## config.mk

```make
export PLATFORM = sky130hd
export DESIGN_NAME = dimmer_uart_frame_receiver_top
export DESIGN_NICKNAME = d
export VERILOG_FILES = /design/src/rtl/dufr_pkg.sv /design/src/rtl/dimmer_uart_frame_receiver_top.sv /design/src/rtl/dufr_div.sv /design/src/rtl/dufr_parse.sv
export VERILOG_INCLUDE_DIRS = /design/src /design/src/rtl
export SDC_FILE = /design/constraint.sdc
export NUM_CORES = 1
export LEC_CHECK = 0
export BUFFER_PORTS_ARGS = -buffer_cell sky130_fd_sc_hd__buf_2
export CELL_PAD_IN_SITES_DETAIL_PLACEMENT = 1
export CELL_PAD_IN_SITES_GLOBAL_PLACEMENT = 1
export CORE_ASPECT_RATIO = 0.6
export CORE_MARGIN = 4
export CORE_UTILIZATION = 40
export CTS_BUF_LIST = sky130_fd_sc_hd__clkbuf_8 sky130_fd_sc_hd__clkbuf_16
export DETAILED_ROUTE_END_ITERATION = 12
export PLACE_DENSITY_LB_ADDON = 0.2
export SYNTH_ARGS = -nofsm -noshare
export SYNTH_HDL_FRONTEND = slang
export SYNTH_SLANG_ARGS = --single-unit
export TNS_END_PERCENT = 20
```

## constraint.sdc

```tcl
create_clock -name clk -period 11.3 [get_ports clk]
set_input_delay 1.13 -clock clk [delete_from_list [all_inputs] [get_ports clk]]
set_output_delay 1.13 -clock clk [all_outputs]
set_load 0.03 [all_outputs]
```

## src/rtl/dimmer_uart_frame_receiver_top_assert.svh

```systemverilog
`ifndef DIMMER_UART_FRAME_RECEIVER_TOP_ASSERT_SVH
`define DIMMER_UART_FRAME_RECEIVER_TOP_ASSERT_SVH

// The expression holds at every clock edge.
`define DUFR_ASSERT_ALWAYS(lbl, expr, msg) \
	lbl: assert property (@(posedge clk) disable iff (!arst_n) (expr)) \
		else $error(msg);

// When the antecedent holds, the consequent holds at the next clock edge.
`define DUFR_ASSERT_NEXT(lbl, ante, cons, msg) \
	lbl: assert property (@(posedge clk) disable iff (!arst_n) (ante) |=> (cons)) \
		else $error(msg);

`endif

```

## src/rtl/dufr_pkg.sv

```systemverilog
package dufr_pkg;

	localparam int PAYLOAD_DEPTH_DEF = 32;

	localparam int GAP_W   = 21;
	localparam int IDLE_W  = 16;
	localparam int POLL_W  = 20;
	localparam int CFG_W   = 20;
	localparam int NUM_W   = 20;
	localparam int RAW_W   = 32;
	localparam int PVAL_W  = 16;

	localparam logic [GAP_W-1:0]  GAP_MAX       = {GAP_W{1'b1}};
	localparam logic [IDLE_W-1:0] IDLE_GAP_RST  = 16'd600;
	localparam logic [POLL_W-1:0] POLL_RST      = 20'd10000;
	localparam logic [NUM_W-1:0]  POWER_NUM     = 20'd1000000;
	localparam logic [7:0]        START_BYTE    = 8'h01;
	localparam logic [7:0]        CMD_POWER     = 8'h10;

	// Configuration register indexes.
	localparam logic REG_IDLE_GAP = 1'b0;
	localparam logic REG_POLL     = 1'b1;

	// Input action codes.
	localparam logic ACT_BYTE = 1'b0;
	localparam logic ACT_TICK = 1'b1;

	// Event kinds of a result word.
	localparam logic EV_FRAME = 1'b0;
	localparam logic EV_POLL  = 1'b1;

	typedef enum logic [2:0] {
		ST_START = 3'd0,
		ST_ID    = 3'd1,
		ST_CMD   = 3'd2,
		ST_LEN   = 3'd3,
		ST_DATA  = 3'd4,
		ST_CHK1  = 3'd5,
		ST_CHK2  = 3'd6
	} parse_state_t;

	typedef struct packed {
		logic              kind;
		logic [7:0]        cmd;
		logic [7:0]        id;
		logic [7:0]        len;
		logic              pv;
		logic [PVAL_W-1:0] pval;
	} res_t;

	// Parser to top: what the current word produced.
	typedef struct packed {
		logic res_valid;
		logic div_start;
	} parse_ctl_t;

endpackage

```

## src/rtl/dimmer_uart_frame_receiver_top.sv

```systemverilog
// Result path: a word that completes a result is registered in the pending word
// and then in the output register; a power frame with a nonzero raw value first
// goes through the bit-serial 1000000 / raw divider, and the input stalls meanwhile.
// Throughput: words that give no result are taken every cycle while no result is
// pending or in the divider; a word with a result stalls the input until it leaves the pending word.
// Reset: asynchronous, active low; clears parser, payload, gap counter, queues.
`include "dimmer_uart_frame_receiver_top_assert.svh"

module dimmer_uart_frame_receiver_top #(
	parameter int PAYLOAD_DEPTH = dufr_pkg::PAYLOAD_DEPTH_DEF
) (
	input  logic                        clk,
	input  logic                        arst_n,
	input  logic                        cfg_we,
	input  logic                        cfg_index,
	input  logic [dufr_pkg::CFG_W-1:0]  cfg_data,
	input  logic                        in_valid,
	output logic                        in_stall,
	input  logic                        action,
	input  logic [7:0]                  rx_byte,
	output logic                        out_valid,
	input  logic                        out_stall,
	output logic                        event_kind,
	output logic [7:0]                  frame_cmd,
	output logic [7:0]                  frame_id,
	output logic [7:0]                  frame_len,
	output logic                        power_valid,
	output logic [dufr_pkg::PVAL_W-1:0] power_value
);
	import dufr_pkg::*;

	logic [IDLE_W-1:0] idle_gap_q;
	logic [POLL_W-1:0] poll_q;

	logic              acc;
	parse_ctl_t        ctl;
	res_t              res;
	logic [RAW_W-1:0]  raw;
	logic              div_done;
	logic [PVAL_W-1:0] quotient;

	res_t              pend_q, out_q;
	logic              pend_valid_q, div_wait_q, out_valid_q;
	logic              pend_move;

	always_ff @(posedge clk or negedge arst_n) begin
		if (!arst_n) begin
			idle_gap_q <= IDLE_GAP_RST;
			poll_q     <= POLL_RST;
		end else if (cfg_we) begin
			unique case (cfg_index)
				REG_IDLE_GAP: idle_gap_q <= cfg_data[IDLE_W-1:0];
				REG_POLL:     poll_q     <= cfg_data[POLL_W-1:0];
				default:      ;
			endcase
		end
	end

	assign in_stall  = div_wait_q || pend_valid_q;
	assign acc       = in_valid && !in_stall;
	assign pend_move = pend_valid_q && (!out_valid_q || !out_stall);

	dufr_parse #(
		.PAYLOAD_DEPTH(PAYLOAD_DEPTH)
	) u_parse (
		.clk      (clk),
		.arst_n   (arst_n),
		.acc      (acc),
		.action   (action),
		.rx_byte  (rx_byte),
		.idle_gap (idle_gap_q),
		.poll_int (poll_q),
		.ctl      (ctl),
		.res      (res),
		.raw      (raw)
	);

	dufr_div u_div (
		.clk      (clk),
		.arst_n   (arst_n),
		.start    (ctl.div_start),
		.divisor  (raw),
		.done     (div_done),
		.quotient (quotient)
	);

	// The pending word parts the parser from the output register, so input words are
	// still taken while a result waits downstream, until a second result is pending.
	always_ff @(posedge clk or negedge arst_n) begin
		if (!arst_n) begin
			pend_valid_q <= 1'b0;
			div_wait_q   <= 1'b0;
			out_valid_q  <= 1'b0;
		end else begin
			if (ctl.div_start)
				div_wait_q <= 1'b1;
			else if (div_done)
				div_wait_q <= 1'b0;

			if (ctl.res_valid || div_done)
				pend_valid_q <= 1'b1;
			else if (pend_move)
				pend_valid_q <= 1'b0;

			if (pend_move)
				out_valid_q <= 1'b1;
			else if (!out_stall)
				out_valid_q <= 1'b0;
		end
	end

	always_ff @(posedge clk) begin
		if (ctl.res_valid || ctl.div_start)
			pend_q <= res;
		else if (div_done)
			pend_q.pval <= quotient;
		if (pend_move)
			out_q <= pend_q;
	end

	assign out_valid   = out_valid_q;
	assign event_kind  = out_q.kind;
	assign frame_cmd   = out_q.cmd;
	assign frame_id    = out_q.id;
	assign frame_len   = out_q.len;
	assign power_valid = out_q.pv;
	assign power_value = out_q.pval;

	`DUFR_ASSERT_ALWAYS(a_wait_excl, !(div_wait_q && pend_valid_q), "divider busy with a pending word")
	`DUFR_ASSERT_ALWAYS(a_done_in_wait, !div_done || div_wait_q, "divider done while not waiting")
	`DUFR_ASSERT_NEXT(a_pend_moves, pend_valid_q && !out_valid_q, out_valid_q, "pending word not moved to output")

endmodule

```

## src/rtl/dufr_div.sv

```systemverilog
module dufr_div (
	input  logic                     clk,
	input  logic                     arst_n,
	input  logic                     start,
	input  logic [dufr_pkg::RAW_W-1:0] divisor,
	output logic                     done,
	output logic [dufr_pkg::PVAL_W-1:0] quotient
);
	import dufr_pkg::*;

	localparam int CNT_W = $clog2(NUM_W);

	// Restoring divider, one quotient bit per cycle. The numerator register
	// shifts out dividend bits at the top and takes quotient bits at the bottom.
	logic [NUM_W-1:0] num_q;
	logic [NUM_W-1:0] rem_q;
	logic [RAW_W-1:0] div_q;
	logic [CNT_W-1:0] cnt_q;
	logic             busy_q;
	logic             done_q;

	logic [NUM_W:0]   sh;
	logic             ge;
	logic [NUM_W-1:0] diff;

	always_comb begin
		sh   = {rem_q, num_q[NUM_W-1]};
		ge   = {{(RAW_W-NUM_W-1){1'b0}}, sh} >= div_q;
		diff = sh[NUM_W-1:0] - div_q[NUM_W-1:0];
	end

	always_ff @(posedge clk or negedge arst_n) begin
		if (!arst_n) begin
			busy_q <= 1'b0;
			done_q <= 1'b0;
			cnt_q  <= '0;
		end else begin
			done_q <= 1'b0;
			if (start) begin
				busy_q <= 1'b1;
				cnt_q  <= '0;
			end else if (busy_q) begin
				if (cnt_q == CNT_W'(NUM_W-1)) begin
					busy_q <= 1'b0;
					done_q <= 1'b1;
				end
				cnt_q <= cnt_q + CNT_W'(1);
			end
		end
	end

	always_ff @(posedge clk) begin
		if (start) begin
			num_q <= POWER_NUM;
			rem_q <= '0;
			div_q <= divisor;
		end else if (busy_q) begin
			num_q <= {num_q[NUM_W-2:0], ge};
			rem_q <= ge ? diff : sh[NUM_W-1:0];
		end
	end

	assign done     = done_q;
	assign quotient = num_q[PVAL_W-1:0];

endmodule

```

## src/rtl/dufr_parse.sv

```systemverilog
module dufr_parse #(
	parameter int PAYLOAD_DEPTH = dufr_pkg::PAYLOAD_DEPTH_DEF
) (
	input  logic                         clk,
	input  logic                         arst_n,
	input  logic                         acc,
	input  logic                         action,
	input  logic [7:0]                   rx_byte,
	input  logic [dufr_pkg::IDLE_W-1:0]  idle_gap,
	input  logic [dufr_pkg::POLL_W-1:0]  poll_int,
	output dufr_pkg::parse_ctl_t         ctl,
	output dufr_pkg::res_t               res,
	output logic [dufr_pkg::RAW_W-1:0]   raw
);
	import dufr_pkg::*;

	localparam int IDX_W = $clog2(PAYLOAD_DEPTH);

	parse_state_t     state_q, state_d, st_eff;
	logic [15:0]      sum_q, sum_d, sum_m1;
	logic [7:0]       id_q, id_d, cmd_q, cmd_d, len_q, len_d;
	logic [IDX_W-1:0] idx_q, idx_d;
	logic [IDX_W:0]   idx_inc;
	logic [IDX_W-1:0] idx_nxt;
	logic [RAW_W-1:0] raw_q, raw_d;
	logic [GAP_W-1:0] gap_q, gap_d, gap_inc;

	always_ff @(posedge clk or negedge arst_n) begin
		if (!arst_n) begin
			state_q <= ST_START;
			sum_q   <= '0;
			id_q    <= '0;
			cmd_q   <= '0;
			len_q   <= '0;
			idx_q   <= '0;
			raw_q   <= '0;
			gap_q   <= '0;
		end else begin
			state_q <= state_d;
			sum_q   <= sum_d;
			id_q    <= id_d;
			cmd_q   <= cmd_d;
			len_q   <= len_d;
			idx_q   <= idx_d;
			raw_q   <= raw_d;
			gap_q   <= gap_d;
		end
	end

	always_comb begin
		state_d = state_q;
		sum_d   = sum_q;
		id_d    = id_q;
		cmd_d   = cmd_q;
		len_d   = len_q;
		idx_d   = idx_q;
		raw_d   = raw_q;
		gap_d   = gap_q;
		ctl     = '0;
		res     = '0;
		sum_m1  = sum_q - 16'd1;
		gap_inc = (gap_q == GAP_MAX) ? gap_q : gap_q + GAP_W'(1);
		idx_inc = {1'b0, idx_q} + (IDX_W+1)'(1);
		idx_nxt = (idx_inc > (IDX_W+1)'(PAYLOAD_DEPTH-1)) ? '0 : idx_inc[IDX_W-1:0];
		// A byte after a long silence restarts the hunt for the start byte.
		st_eff  = (gap_q > GAP_W'(idle_gap)) ? ST_START : state_q;

		if (acc) begin
			if (action == ACT_TICK) begin
				if (gap_inc > GAP_W'(poll_int)) begin
					gap_d         = '0;
					ctl.res_valid = 1'b1;
					res.kind      = EV_POLL;
				end else begin
					gap_d = gap_inc;
				end
			end else begin
				gap_d = '0;
				unique case (st_eff)
					ST_ID: begin
						id_d    = rx_byte;
						sum_d   = sum_q + 16'(rx_byte);
						state_d = ST_CMD;
					end
					ST_CMD: begin
						cmd_d   = rx_byte;
						sum_d   = sum_q + 16'(rx_byte);
						state_d = ST_LEN;
					end
					ST_LEN: begin
						len_d   = rx_byte;
						idx_d   = '0;
						sum_d   = sum_q + 16'(rx_byte);
						state_d = (rx_byte == 8'd0) ? ST_CHK1 : ST_DATA;
					end
					ST_DATA: begin
						// Only payload bytes at indexes four to seven are kept, in raw.
						for (int k = 0; k < 4; k++) begin
							if (idx_q == IDX_W'(4 + k))
								raw_d[8*k +: 8] = rx_byte;
						end
						idx_d = idx_nxt;
						sum_d = sum_q + 16'(rx_byte);
						if (8'(idx_nxt) == len_q)
							state_d = ST_CHK1;
					end
					ST_CHK1: begin
						sum_d   = sum_m1;
						state_d = (sum_m1[15:8] == rx_byte) ? ST_CHK2 : ST_START;
					end
					ST_CHK2: begin
						state_d = ST_START;
						if (sum_q[7:0] == rx_byte) begin
							res.kind = EV_FRAME;
							res.cmd  = cmd_q;
							res.id   = id_q;
							res.len  = len_q;
							if (cmd_q == CMD_POWER) begin
								res.pv = 1'b1;
								if (raw_q == '0)
									ctl.res_valid = 1'b1;
								else
									ctl.div_start = 1'b1;
							end else begin
								ctl.res_valid = 1'b1;
							end
						end
					end
					default: begin
						state_d = ST_START;
						if (rx_byte == START_BYTE) begin
							sum_d   = 16'(START_BYTE);
							state_d = ST_ID;
						end
					end
				endcase
			end
		end
	end

	assign raw = raw_q;

endmodule

```

==> results_dict.tcl <==
set metrics [dict create \
    status "finished clean" \
    syn_area_per_cell_sq_um 10.8 \
    ir_drop_mv 0.119 \
    clock_latency_ps 580 \
    hold_end "frame_id[3]" \
    worstReg2RegStart "u_parse.gap_q[11]" \
    synthMuxAreaShare_pct 8.62 \
    route.detailed.drc 0 \
    core_sq_mm 0.0377 \
    start_util_pct 40.6 \
    synthCells 1425 \
    synth_warnings 0 \
    period_minus_slack_ps 5570 \
    worstPathArrival_ps 5750 \
    skew_ps 20.9 \
    initialDrtViolationCount 811 \
    drtAntennaViolNets 0 \
    reg2reg_slack_ps 5730 \
    gp_congestion 0.848 \
    wirelength_mm 40.5 \
    syn-cell-area_sq_mm 0.0153 \
    final_nets 1591 \
    holdPathStages 0 \
    antenna-diode-count 0 \
    globalRouteTotalUtil_pct 19.6 \
    ys_ff_latch 303 \
    tightest_slew_ps 1290 \
    drive_gt1_share_pct 16.7 \
    cts_setup_buffers 0 \
    clkSlewWorstSetupHoldPaths_ps 70 \
    die-area_sq_mm 0.0416 \
    postPlaceCellArea_sq_mm 0.0162 \
    dp_hpwl_mm 28.5 \
    grt_overflow 0 \
    cts_buffers 30 \
    die_x_um 261 \
    fin_util_pct 45.6 \
    crit_family "simple AND/OR/NAND/NOR gates" \
    rsz0062_at_grt "false" \
    hold_viol 0 \
    critical_path.max_stage_delay_ps 980 \
    ios 79 \
    post_drt_wl_per_cell_um 20.1 \
    syn_to_final_growth_pct 12.1 \
    synthFlopType "dfrtp_1" \
    cp_max_fo 42 \
    h-tree-depth 1 \
    synth.distinct_cells 79 \
    min_path_type "register to register" \
    grt_max_degree 101 \
    tns_ps 0 \
    dr_total_vias 11100 \
    cp_cell_sequence "nand4_1 > nor4_1 > nand4_1 > and3_1 > nand2_1 > nor2_1 > xnor2_1 > ha_1 > nor2b_1 > o21ai_0 > a31oi_1 > o21ai_0 > o21ai_0 > a31o_2" \
    path_common_cell "o21ai_0" \
    vias_per_cell 5.49 \
    critical_path_class "register to register" \
    synth-simple-area-share_pct 14.1 \
    async_reset_ff_share_pct 48.5 \
    worst_setup_path_start_kind "register" \
    r2r_end "pend_q[32]" \
    tritoncts "yes" \
    die_h_um 160 \
    synth_xor_area_share_pct 3.60 \
    synthesis.nets 1534 \
    drv_slew 0 \
    placed_cells 1963 \
    grt_pass1_wl_mm 65.7 \
    grt_pass1_vias 11400 \
    fin_crit_sh_pct 49.3 \
    synth_fa_ha_area_share_pct 6.14 \
    cp.depth 14 \
    crit_buf_inv 0 \
    setup_viol 0 \
    post_cts_resized 0 \
    final_cells 2018 \
    end_kind "register" \
    io_buffers 78 \
    synth_seq_area_share_pct 51.0 \
    root_buffer "clkbuf_16" \
    power_density_mw_per_mm2 169 \
    fin_area_sq_mm 0.0172 \
    reg2reg_depth 14 \
    synth_compound_area_share_pct 12.5 \
    synth_edf_count 100 \
    holdBufCountCts 0 \
    clock_sink_count 303 \
    rows 55 \
    synth_top_family_by_area "simple AND/OR/NAND/NOR gates" \
    clock_path_buffers 3 \
    cpMaxStageDelayCell "a31o_2" \
    holdCritStartpoint "pend_q[28]" \
    cap_violations 0 \
    cp.required_ps 11490 \
    p_leak_nw 7.46 \
    grt_antenna_before_repair 0 \
    fmax_mhz 180 \
    slew_headroom_pct 13.9 \
    first_pass_iters 5 \
]
==> metal layers <==
layer | vias to the layer above | GRT usage (%) | share of wire (%)
met5 | - | 0 | 0
met3 | 48 | 3.23 | 4.7
met2 | 206 | 27.9 | 41
met1 | 5563 | 31.4 | 53
li1 | 5256 | - | -
met4 | 0 | 3.53 | 1.7
==> flip-flops by register name, summed over array words and instances (netlist names), 3 cells and up <==
signal and count:
pend_q 42, u_div.div_q 32, u_parse.raw 32, u_parse.gap_q 21, poll_q 20, u_div.num_q 20, u_div.rem_q 20, idle_gap_q 16
power_value 16, u_parse.sum_q 16, frame_cmd 8, frame_id 8, frame_len 8, u_parse.cmd_q 8, u_parse.id_q 8, u_parse.len_q 8
u_div.cnt_q 5, u_parse.idx_q 5, u_parse.state_q 3
==> how the worst max path moves through the flow <==
stage	startpoint	to	slack, ps
5_1_grt	u_parse.gap_q[11]	pend_q[32]	5290
3_3_place_gp	u_parse.gap_q[11]	pend_q[23]	6210
2_1_floorplan	out_stall	event_kind	6570
6_report	u_parse.gap_q[11]	pend_q[32]	5730
3_5_place_dp	u_parse.gap_q[11]	pend_q[29]	5780
4_1_cts	u_parse.gap_q[11]	pend_q[32]	5730
==> kinds of logic (layout without fill, tap and decap cells) <==
group	after synthesis	in the layout
AOI/OAI and AO/OA	295	295
xor gates and xnor gates	63	63
adders and majority gates	74	74
buffers and inverters	158	238
DFF	303	303
muxes	122	122
and+or+nand+nor	410	410
==> layout by cell type, fill, tap and decap left out, drive strengths merged, types with 14 or more instances in the layout <==
cell type | synthesis | final
ha | 72 | 72
xor2 | 27 | 27
o21ai | 85 | 85
nand2 | 78 | 78
nand4 | 28 | 28
nor4 | 28 | 28
and2 | 33 | 33
nor3 | 29 | 29
clkbuf | 52 | 32
nand3 | 28 | 28
inv | 90 | 98
a21oi | 75 | 75
edfxtp | 100 | 100
a21o | 16 | 16
mux2i | 43 | 43
a211oi | 14 | 14
dfxtp | 56 | 56
mux2 | 79 | 79
buf | 16 | 93
xnor2 | 36 | 36
dfrtp | 138 | 138
and3 | 14 | 14
nor2 | 119 | 119
==> cell type report <==
cell class	instances	area [sq um]
Fill cell	4181	20500
Sequential cell	303	7820
Multi-Input combinational cell	964	6910
Clock buffer	32	790
Tap cell	513	642
Timing Repair Buffer	93	509
Inverter	90	338
Clock inverter	23	174
==> cell usage after synthesis, drive strengths merged, types with 10 or more instances <==
cell	n	area (sq um)
a211oi	14	105
a21o	16	120
a21oi	75	375
a22o	13	114
a31oi	10	62.6
and2	33	206
and3	14	87.6
buf	16	83.8
clkbuf	52	195
dfrtp	138	3450
dfxtp	56	1120
edfxtp	100	3000
ha	72	901
inv	90	338
mux2	79	890
mux2i	43	430
nand2	78	293
nand3	28	140
nand4	28	235
nor2	119	447
nor3	29	173
nor4	28	196
o21ai	85	429
o31ai	10	75.1
xnor2	36	315
xor2	27	236
==> report_power, final <==
group / switching, mW / total (mW) / leakage (nW) / internal [mW]
Sequential: 0.107 / 1.32 / 3.28 / 1.22
Combinational: 0.346 / 0.586 / 3.68 / 0.241
Clock: 0.440 / 0.990 / 0.495 / 0.550
==> worst register-to-register path: cells and delay by family (launching register included) <==
kind	cells	cell delay (ps)
adder cells (fa/ha/maj)	1	300
XOR/XNOR	1	140
AND/OR/NAND/NOR	7	2320
flip-flops	1	500
AO/OA/AOI/OAI	5	1880
==> stage by stage <==
| step | hold slack [ps] | power, mW | setup WS (ps) |
|---|---|---|---|
| final | 417 | 2.90 | 5730 |
| after global routing | 435 | 3.06 | 5290 |
| after CTS | 420 | 2.93 | 5730 |
| after detailed placement | 408 | 1.92 | 5780 |
| after global placement | 405 | 1.90 | 6210 |
| after floorplan | 400 | 1.74 | 6570 |
Power figures use the tool's default switching activity.
